$ cat src/sv/bmprb_pkg.sv
package bmprb_pkg;

   // Field and register widths.
   localparam int DIM_W       = 13;
   localparam int PITCH_W     = 15;
   localparam int BYTE_W      = 8;
   localparam int ROWB_W      = 15;
   localparam int OFFSET_W    = 26;
   localparam int COLOR_W     = 32;
   localparam int CSR_INDEX_W = 3;
   localparam int CSR_DATA_W  = 15;

   // Default clamp limits for the image size.
   localparam int DEF_MAX_WIDTH  = 4096;
   localparam int DEF_MAX_HEIGHT = 4096;

   // Register indexes on the configuration port.
   typedef enum logic [CSR_INDEX_W-1:0] {
      CSR_IMAGE_WIDTH      = 3'd0,
      CSR_IMAGE_HEIGHT     = 3'd1,
      CSR_BOTTOM_UP        = 3'd2,
      CSR_FOUR_BYTE_PIXELS = 3'd3,
      CSR_SCREEN_WIDTH     = 3'd4,
      CSR_SCREEN_HEIGHT    = 3'd5,
      CSR_SCREEN_PITCH     = 3'd6
   } csr_index_type;

   // Reset values of the configuration registers.
   localparam logic [DIM_W-1:0]   RST_IMAGE_WIDTH   = 13'd1;
   localparam logic [DIM_W-1:0]   RST_IMAGE_HEIGHT  = 13'd1;
   localparam logic               RST_BOTTOM_UP     = 1'b1;
   localparam logic               RST_FOUR_BYTE     = 1'b0;
   localparam logic [DIM_W-1:0]   RST_SCREEN_WIDTH  = 13'd1024;
   localparam logic [DIM_W-1:0]   RST_SCREEN_HEIGHT = 13'd768;
   localparam logic [PITCH_W-1:0] RST_SCREEN_PITCH  = 15'd4096;

   localparam logic [BYTE_W-1:0]  OPAQUE_ALPHA = 8'hFF;

   // Current configuration as seen by the scan logic.
   typedef struct packed {
      logic [DIM_W-1:0]   image_width;
      logic [DIM_W-1:0]   image_height;
      logic               bottom_up;
      logic               four_byte_pixels;
      logic [DIM_W-1:0]   screen_width;
      logic [DIM_W-1:0]   screen_height;
      logic [PITCH_W-1:0] screen_pitch;
   } cfg_type;

   // A visible pixel on its way to the address stage.
   typedef struct packed {
      logic [DIM_W-1:0]   sx;
      logic [DIM_W-1:0]   sy;
      logic [COLOR_W-1:0] color;
   } pixel_type;

endpackage

$ cat src/sv/bmp_row_blit_to_framebuffer.sv
// Streams the pixel array of an uncompressed 24- or 32-bit BMP into framebuffer
// writes. Each request beat carries one byte of the array, row padding
// included; start_of_image marks the first byte of a new image and restarts
// all counters. Each response beat carries the byte offset and the ARGB color
// of one pixel that lands on the screen; clipped pixels and padding bytes give
// no response.
// Configuration registers are written through the csr_ port; the user must write
// them only while the block is idle, which the block itself does not enforce.
// The image is centered on the screen and flipped when bottom_up is set.
// The block takes one byte per cycle while req_stall is low. Stage one captures
// the scan result at the edge that takes the byte completing a pixel, and the
// response register then captures the offset from the multiply (row times pitch).
// When rsp_stall is high the response register holds, and the stage behind it
// fills and then holds; req_stall rises only once both are full, so one
// stalled response does not stop the byte stream.
// Reset returns every configuration register to its default, clears the counters
// and empties the pipeline; no clearing pass is needed.
module bmp_row_blit_to_framebuffer
   import bmprb_pkg::*;
#(
   parameter int MAX_WIDTH  = DEF_MAX_WIDTH,
   parameter int MAX_HEIGHT = DEF_MAX_HEIGHT
) (
   input  logic                   clock,
   input  logic                   reset,
   input  logic                   csr_write_en,
   input  logic [CSR_INDEX_W-1:0] csr_index,
   input  logic [CSR_DATA_W-1:0]  csr_wdata,
   input  logic                   req_valid,
   output logic                   req_stall,
   input  logic [BYTE_W-1:0]      req_pixel_byte,
   input  logic                   req_start_of_image,
   output logic                   rsp_valid,
   input  logic                   rsp_stall,
   output logic [OFFSET_W-1:0]    rsp_fb_byte_offset,
   output logic [COLOR_W-1:0]     rsp_argb_color
);

   cfg_type   cfg_ff;
   logic      accept;
   logic      hit;
   pixel_type pix;

   logic      s1_valid_ff;
   pixel_type s1_pix_ff;
   logic      out_valid_ff;
   logic [OFFSET_W-1:0] out_offset_ff, out_offset_in;
   logic [COLOR_W-1:0]  out_color_ff;
   logic      out_free;
   logic      s1_free;
   logic [DIM_W+PITCH_W-1:0] row_base;

   // Configuration register file.
   always_ff @(posedge clock) begin
      if (reset) begin
         cfg_ff.image_width      <= RST_IMAGE_WIDTH;
         cfg_ff.image_height     <= RST_IMAGE_HEIGHT;
         cfg_ff.bottom_up        <= RST_BOTTOM_UP;
         cfg_ff.four_byte_pixels <= RST_FOUR_BYTE;
         cfg_ff.screen_width     <= RST_SCREEN_WIDTH;
         cfg_ff.screen_height    <= RST_SCREEN_HEIGHT;
         cfg_ff.screen_pitch     <= RST_SCREEN_PITCH;
      end else if (csr_write_en) begin
         unique case (csr_index)
            CSR_IMAGE_WIDTH:      cfg_ff.image_width      <= csr_wdata[DIM_W-1:0];
            CSR_IMAGE_HEIGHT:     cfg_ff.image_height     <= csr_wdata[DIM_W-1:0];
            CSR_BOTTOM_UP:        cfg_ff.bottom_up        <= csr_wdata[0];
            CSR_FOUR_BYTE_PIXELS: cfg_ff.four_byte_pixels <= csr_wdata[0];
            CSR_SCREEN_WIDTH:     cfg_ff.screen_width     <= csr_wdata[DIM_W-1:0];
            CSR_SCREEN_HEIGHT:    cfg_ff.screen_height    <= csr_wdata[DIM_W-1:0];
            CSR_SCREEN_PITCH:     cfg_ff.screen_pitch     <= csr_wdata[PITCH_W-1:0];
            default: begin
            end
         endcase
      end
   end

   // Flow control: each stage moves when the one ahead of it is free.
   assign out_free  = !out_valid_ff || !rsp_stall;
   assign s1_free   = !s1_valid_ff || out_free;
   assign req_stall = !s1_free;
   assign accept    = req_valid && s1_free;

   bmprb_scan #(
      .MAX_WIDTH  (MAX_WIDTH),
      .MAX_HEIGHT (MAX_HEIGHT)
   ) u_scan (
      .clock          (clock),
      .reset          (reset),
      .accept         (accept),
      .pixel_byte     (req_pixel_byte),
      .start_of_image (req_start_of_image),
      .cfg            (cfg_ff),
      .hit            (hit),
      .pix            (pix)
   );

   // Stage one holds the screen position and color of a visible pixel.
   always_ff @(posedge clock) begin
      if (reset) begin
         s1_valid_ff <= 1'b0;
      end else if (s1_free) begin
         s1_valid_ff <= accept && hit;
      end
   end

   always_ff @(posedge clock) begin
      if (s1_free) begin
         s1_pix_ff <= pix;
      end
   end

   // Framebuffer offset: row times pitch plus column times four, wrapped.
   assign row_base      = s1_pix_ff.sy * cfg_ff.screen_pitch;
   assign out_offset_in = row_base[OFFSET_W-1:0]
                        + OFFSET_W'({s1_pix_ff.sx, 2'b00});

   // Response register.
   always_ff @(posedge clock) begin
      if (reset) begin
         out_valid_ff <= 1'b0;
      end else if (out_free) begin
         out_valid_ff <= s1_valid_ff;
      end
   end

   always_ff @(posedge clock) begin
      if (out_free) begin
         out_offset_ff <= out_offset_in;
         out_color_ff  <= s1_pix_ff.color;
      end
   end

   assign rsp_valid          = out_valid_ff;
   assign rsp_fb_byte_offset = out_offset_ff;
   assign rsp_argb_color     = out_color_ff;

endmodule

$ cat src/sv/bmprb_scan.sv
module bmprb_scan
   import bmprb_pkg::*;
#(
   parameter int MAX_WIDTH  = DEF_MAX_WIDTH,
   parameter int MAX_HEIGHT = DEF_MAX_HEIGHT
) (
   input  logic              clock,
   input  logic              reset,
   input  logic              accept,
   input  logic [BYTE_W-1:0] pixel_byte,
   input  logic              start_of_image,
   input  cfg_type           cfg,
   output logic              hit,
   output pixel_type         pix
);

   localparam logic [DIM_W:0] MAX_W_EXT = (DIM_W+1)'(MAX_WIDTH);
   localparam logic [DIM_W:0] MAX_H_EXT = (DIM_W+1)'(MAX_HEIGHT);

   // Scan counters and the partly assembled pixel.
   logic [1:0]        bip_ff, bip_in;
   logic [23:0]       asm_ff, asm_in;
   logic [DIM_W-1:0]  col_ff, col_in;
   logic [DIM_W-1:0]  row_ff, row_in;
   logic [ROWB_W-1:0] rbc_ff, rbc_in;
   logic              fin_ff, fin_in;

   // Counter values after a start-of-image clear.
   logic [1:0]        bip_s;
   logic [23:0]       asm_s;
   logic [DIM_W-1:0]  col_s;
   logic [DIM_W-1:0]  row_s;
   logic [ROWB_W-1:0] rbc_s;
   logic              fin_s;

   logic [DIM_W-1:0]  w;
   logic [DIM_W-1:0]  h;
   logic [ROWB_W-1:0] data_bytes;
   logic [ROWB_W:0]   pad_row_bytes;
   logic [ROWB_W:0]   rbc_inc;
   logic              done_now;
   logic              in_data;
   logic              emit;
   logic              row_end;
   logic [1:0]        bpp_last;
   logic [DIM_W-1:0]  diff_x;
   logic [DIM_W-1:0]  diff_y;
   logic [DIM_W-1:0]  sx0;
   logic [DIM_W-1:0]  sy0;
   logic [DIM_W-1:0]  row_off;
   logic [DIM_W:0]    sx;
   logic [DIM_W:0]    sy;
   logic              visible;
   logic [BYTE_W-1:0] alpha;

   // Clamp the image size to the supported range.
   always_comb begin
      if (cfg.image_width == '0) begin
         w = DIM_W'(1);
      end else if ({1'b0, cfg.image_width} > MAX_W_EXT) begin
         w = MAX_W_EXT[DIM_W-1:0];
      end else begin
         w = cfg.image_width;
      end
      if (cfg.image_height == '0) begin
         h = DIM_W'(1);
      end else if ({1'b0, cfg.image_height} > MAX_H_EXT) begin
         h = MAX_H_EXT[DIM_W-1:0];
      end else begin
         h = cfg.image_height;
      end
   end

   // Row geometry: pixel bytes per row and the row size padded to a multiple of four bytes.
   assign bpp_last      = cfg.four_byte_pixels ? 2'd3 : 2'd2;
   assign data_bytes    = cfg.four_byte_pixels ? {w, 2'b00}
                                               : ({2'b00, w} + {1'b0, w, 1'b0});
   assign pad_row_bytes = ({1'b0, data_bytes} + (ROWB_W+1)'(3)) & ~(ROWB_W+1)'(3);

   // A start-of-image beat clears every counter before it is used.
   always_comb begin
      if (start_of_image) begin
         bip_s = '0;
         asm_s = '0;
         col_s = '0;
         row_s = '0;
         rbc_s = '0;
         fin_s = 1'b0;
      end else begin
         bip_s = bip_ff;
         asm_s = asm_ff;
         col_s = col_ff;
         row_s = row_ff;
         rbc_s = rbc_ff;
         fin_s = fin_ff;
      end
   end

   assign done_now = fin_s || (row_s >= h);
   assign in_data  = {1'b0, rbc_s} < {1'b0, data_bytes};
   assign emit     = bip_s >= bpp_last;
   assign rbc_inc  = {1'b0, rbc_s} + (ROWB_W+1)'(1);
   assign row_end  = rbc_inc >= pad_row_bytes;

   // Screen position: centered, start clamped at zero, rows flipped if needed.
   assign diff_x  = cfg.screen_width - w;
   assign diff_y  = cfg.screen_height - h;
   assign sx0     = (cfg.screen_width > w) ? (diff_x >> 1) : '0;
   assign sy0     = (cfg.screen_height > h) ? (diff_y >> 1) : '0;
   assign row_off = cfg.bottom_up ? (h - DIM_W'(1) - row_s) : row_s;
   assign sx      = {1'b0, sx0} + {1'b0, col_s};
   assign sy      = {1'b0, sy0} + {1'b0, row_off};
   assign visible = (sx < {1'b0, cfg.screen_width}) && (sy < {1'b0, cfg.screen_height});

   assign alpha = cfg.four_byte_pixels ? pixel_byte : OPAQUE_ALPHA;

   // Next counter state for an accepted beat.
   always_comb begin
      bip_in = bip_s;
      asm_in = asm_s;
      col_in = col_s;
      row_in = row_s;
      rbc_in = rbc_s;
      fin_in = fin_s;
      if (done_now) begin
         fin_in = 1'b1;
      end else begin
         if (in_data) begin
            case (bip_s)
               2'd0:    asm_in[7:0]   = pixel_byte;
               2'd1:    asm_in[15:8]  = pixel_byte;
               2'd2:    asm_in[23:16] = pixel_byte;
               default: asm_in        = asm_s;
            endcase
            if (emit) begin
               col_in = col_s + DIM_W'(1);
               bip_in = '0;
            end else begin
               bip_in = bip_s + 2'd1;
            end
         end
         rbc_in = rbc_inc[ROWB_W-1:0];
         if (row_end) begin
            rbc_in = '0;
            col_in = '0;
            bip_in = '0;
            row_in = row_s + DIM_W'(1);
            fin_in = (row_s + DIM_W'(1)) >= h;
         end
      end
   end

   // A finished pixel that lands on the screen.
   assign hit       = !done_now && in_data && emit && visible;
   assign pix.sx    = sx[DIM_W-1:0];
   assign pix.sy    = sy[DIM_W-1:0];
   assign pix.color = {alpha, asm_in};

   always_ff @(posedge clock) begin
      if (reset) begin
         bip_ff <= '0;
         asm_ff <= '0;
         col_ff <= '0;
         row_ff <= '0;
         rbc_ff <= '0;
         fin_ff <= 1'b0;
      end else if (accept) begin
         bip_ff <= bip_in;
         asm_ff <= asm_in;
         col_ff <= col_in;
         row_ff <= row_in;
         rbc_ff <= rbc_in;
         fin_ff <= fin_in;
      end
   end

endmodule

$ cat config.mk
export PLATFORM = sky130hd
export DESIGN_NAME = bmp_row_blit_to_framebuffer
export DESIGN_NICKNAME = d
export VERILOG_FILES = /design/src/sv/bmprb_pkg.sv /design/src/sv/bmp_row_blit_to_framebuffer.sv /design/src/sv/bmprb_scan.sv
export SDC_FILE = /design/constraint.sdc
export NUM_CORES = 1
export LEC_CHECK = 0
export BUFFER_PORTS_ARGS = -buffer_cell sky130_fd_sc_hd__buf_2
export CORE_AREA = 2 2 211 171
export CTS_CLUSTER_DIAMETER = 40
export CTS_CLUSTER_SIZE = 10
export DETAILED_ROUTE_END_ITERATION = 7
export DIE_AREA = 0 0 213 173
export GPL_TIMING_DRIVEN = 0
export PLACE_DENSITY_LB_ADDON = 0.05
export SKIP_CTS_REPAIR_TIMING = 1
export SLEW_MARGIN = 20
export SYNTH_ARGS = -nofsm -noshare
export SYNTH_HDL_FRONTEND = slang
export SYNTH_SLANG_ARGS = --single-unit
$ cat constraint.sdc
create_clock -name clock -period 19.6 [get_ports clock]
set_input_delay 3.92 -clock clock [delete_from_list [all_inputs] [get_ports clock]]
set_output_delay 3.92 -clock clock [all_outputs]
set_load 0.005 [all_outputs]
==> summary.md <==
| Metric | Value |
|---|---|
| Cell internal pwr | `1345 uW` |
| Nets | `3086` |
| Largest net degree at the start of global routing | `57` |
| Post-synth top cells | `nand2_1, inv_1, ha_1, a21oi_1, fa_1` |
| Cells after Synth | `2521` |
| GR Overflow Total | `0` |
| Die Width | `213 um` |
| Max-cap violation count | `0` |
| Part of the cycle the worst path needs | `58.34%` |
| Main flop type after synthesis | `dfxtp_1` |
| Worst ir drop on vdd | `0.06039 mV` |
| P_leak | `0.01115 uW` |
| Critical Path AT | `11880 ps` |
| Slew HR | `29.41%` |
| Pwr dens | `83.67 mW/mm^2` |
| Wire length per cell | `19.74 um` |
| Net Sw Power | `724.5 uW` |
| Ant diodes | `0` |
| Flop-to-flop setup slack | `11770 ps` |
| Setup TNS | `0 ps` |
| Routed wire length | `62280 um` |
| First-pass GRT wire length | `97400 um` |
| Status | `complete, no violations` |
| FF-to-FF Start | `cfg_ff[68]` |
| GRT Total Usage | `33.83%` |
| Worst setup EP type | `register` |
| Post-DRT Antenna Nets | `0` |
| Worst-margin pin slew | `1059 ps` |
| Synth async-reset ratio | `0%` |
| Root Driver | `clkbuf_16` |
| Final core utilization | `71.55%` |
| Setup violations, final | `0` |
| Via count | `18952` |
| Area post-placement | `0.02344 mm^2` |
| Largest cells by area after synthesis | `edfxtp_1, fa_1, ha_1` |
| Clock group share of total power | `33.3%` |
| Register share of total power | `33.0%` |
| CTS tree | `built` |
| Clock Pin Slew Worst Setup and Hold Paths | `50 ps` |
| Pre-Repair DR Iteration Count | `6` |
| Die area | `0.03685 mm^2` |
| Clock latency on the worst-skew pair | `550 ps` |
| R2R depth | `29` |
| Post-synth top area share | `15.61%` |
| TritonCTS Buffers | `39` |
| HPWL Detailed | `48580 um` |
| WHS Path Cells | `0` |
| Sw Ratio | `35.00%` |
| Port Buf Inserts | `91` |
| Clock Skews | `23.52 ps` |
| Worst hold slack | `406.6 ps` |
| CTS H-tree depth | `2` |
| Worst setup SP type | `input pin` |
| Chip height | `173 um` |
| Clock period minus worst slack | `11440 ps` |
| Area growth syn-to-layout | `10.85%` |
| Syn avg cell area | `8.852 um^2` |
| Unrepaired setup endpoints after global routing | `false` |
| Mean number of vias per cell | `6.007` |
| Crit path max fanout | `10` |
| Max Slew Vio Count | `0` |
| Endpoint, Worst Hold | `rsp_argb_color[10]` |
| Reg-to-Reg End | `s1_valid_ff` |
| Count leader, synth | `nand2_1` |
| Starting Density | `64.55%` |
| Fmax | `87.45 MHz` |
| Vias in the first global route | `18118` |
| Hold Path Class | `reg -> reg` |
| Clock sinks | `255` |
| Num ports | `92` |
| Syn nets | `2952` |
| Post-synth EDFFs | `116` |
| Residual DRC count | `0` |
| Sequential area share after synthesis | `28.08%` |
| Synth warn | `0` |
| Design area | `0.02474 mm^2` |
| GP Congestion | `0.9847` |
| First DRT Iteration DRCs | `2042` |
| Clock tree buffer depth | `3` |
| CP required | `20050 ps` |
| Synthesized area | `0.02232 mm^2` |
| CP Class | `in -> reg` |
| Synth cell types | `74` |
| Antenna violations before repair | `0` |
| Core area | `0.03457 mm^2` |
| Post-synth top area cell | `edfxtp_1` |
| Hold_sp | `s1_pix_ff[10]` |
| Hold Fails Final Rpt | `0` |
| Logic pwr share | `33.7%` |
| FP Rows | `61` |
| Number of synthesized register bits | `255` |
| Design Power | `2070 uW` |
| Fraction of layout cells with a size suffix above 1 | `6.709%` |
==> kinds of logic (layout without fill, tap and decap cells) <==
| family | after synthesis | count (layout) | synth area share, % |
|---|---|---|---|
| and+or+nand+nor | 856 | 856 | 18.15 |
| AOI/OAI and AO/OA | 515 | 515 | 15.07 |
| adders and majority gates | 399 | 399 | 27.72 |
| buffers and inverters | 385 | 547 | 6.593 |
| DFF | 255 | 255 | 28.08 |
| xor gates and xnor gates | 106 | 106 | 4.160 |
| muxes | 5 | 5 | 0.2299 |
==> placed cells by master, fill, tap and decap left out, types with 10 or more instances in the layout <==
cell type / Yosys / routed
nor2_1: 114 / 114
a21oi_1: 163 / 163
inv_1: 289 / 289
nand2_1: 403 / 402
a22oi_1: 10 / 10
o21bai_1: 13 / 13
xor2_1: 31 / 31
a31oi_1: 18 / 18
dfxtp_1: 139 / 139
nor2b_1: 49 / 49
nor4_1: 11 / 10
o21a_1: 23 / 23
clkbuf_16: 0 / 39
and2_1: 88 / 88
xnor2_1: 75 / 75
nand3_1: 47 / 46
fa_1: 159 / 159
nand4_1: 14 / 14
nor3_1: 36 / 36
a211oi_1: 13 / 13
o211ai_1: 18 / 18
and3_1: 19 / 19
ha_1: 240 / 240
o32ai_1: 24 / 24
nand2b_1: 26 / 26
clkbuf_1: 78 / 93
o31ai_1: 39 / 39
edfxtp_1: 116 / 116
o21ai_0: 78 / 78
nand3b_1: 16 / 16
a21o_1: 38 / 38
buf_2: 9 / 100
==> cell type report <==
cell class / instances / area (um^2)
multi-input cells: 1881 / 14610
clock inverters: 13 / 234.0
repair buffers: 93 / 510.5
inverters: 289 / 1085
flip-flops and latches: 255 / 6266
fillers: 2725 / 9837
plain buffers: 96 / 386.6
clock buffers: 56 / 1060
well taps: 472 / 590.6
==> power groups by stage <==
stage | Combinational [uW] | Clock (uW) | Sequential [uW]
after global placement | 656 | 0 | 690
after floorplan | 486 | 0 | 675
after detailed placement | 682 | 0 | 691
final | 698 | 690 | 682
after global routing | 784 | 719 | 688
after CTS | 691 | 695 | 681
==> routing by layer <==
metal / routed length, um / vias up / GRT usage, %
li1: - / 8859 / -
met1: 27450 / 9087 / 49.22
met2: 26750 / 854 / 50.72
met3: 5917 / 152 / 6.411
met4: 2165 / 0 / 11.04
met5: 0 / - / 0
==> critical path, cell delays in order <==
cell and delay (ps):
buf_2 200, clkbuf_1 430, clkbuf_1 580, buf_1 490, clkbuf_1 390, nor2b_1 310, ha_1 270, nand4b_1 160
nand4bb_1 390, nor4_1 510, nand3_1 280, or3_1 400, a21oi_1 230, ha_1 290, nand4_1 120, inv_1 50
a221oi_1 460, o21a_1 440, o21ai_1 350, a21oi_1 620, clkbuf_1 620, o211ai_1 210, o31ai_1 130
==> sequential cells by signal, indices dropped and copies added, names as in the netlist <==
register / cells
u_scan.fin_ff: 1
u_scan.rbc_ff: 15
u_scan.col_ff: 13
u_scan.asm_ff: 24
s1_valid_ff: 1
cfg_ff: 69
rsp_argb_color: 32
u_scan.bip_ff: 2
u_scan.row_ff: 13
s1_pix_ff: 58
rsp_fb_byte_offset: 26
rsp_valid: 1
==> stage by stage <==
stage | setup WS (ps) | cells
after global placement | 8105 | 3084
after detailed placement | 8027 | 3086
final | 8164 | 3155
after floorplan | 9998 | 2521
after CTS | 8526 | 3155
after global routing | 7953 | 3155
==> worst max path at each step <==
stage	start	endpoint	slack (ps)	depth (start not counted)
final	req_start_of_image	u_scan.col_ff[2]	8160	23
after global routing	req_start_of_image	u_scan.col_ff[2]	7950	23
after CTS	req_start_of_image	u_scan.col_ff[2]	8530	23
after detailed placement	req_start_of_image	u_scan.col_ff[4]	8030	23
after global placement	req_start_of_image	s1_valid_ff	8100	27
after floorplan	rsp_stall	req_stall	10000	2
(Power assumes the default switching activity.)
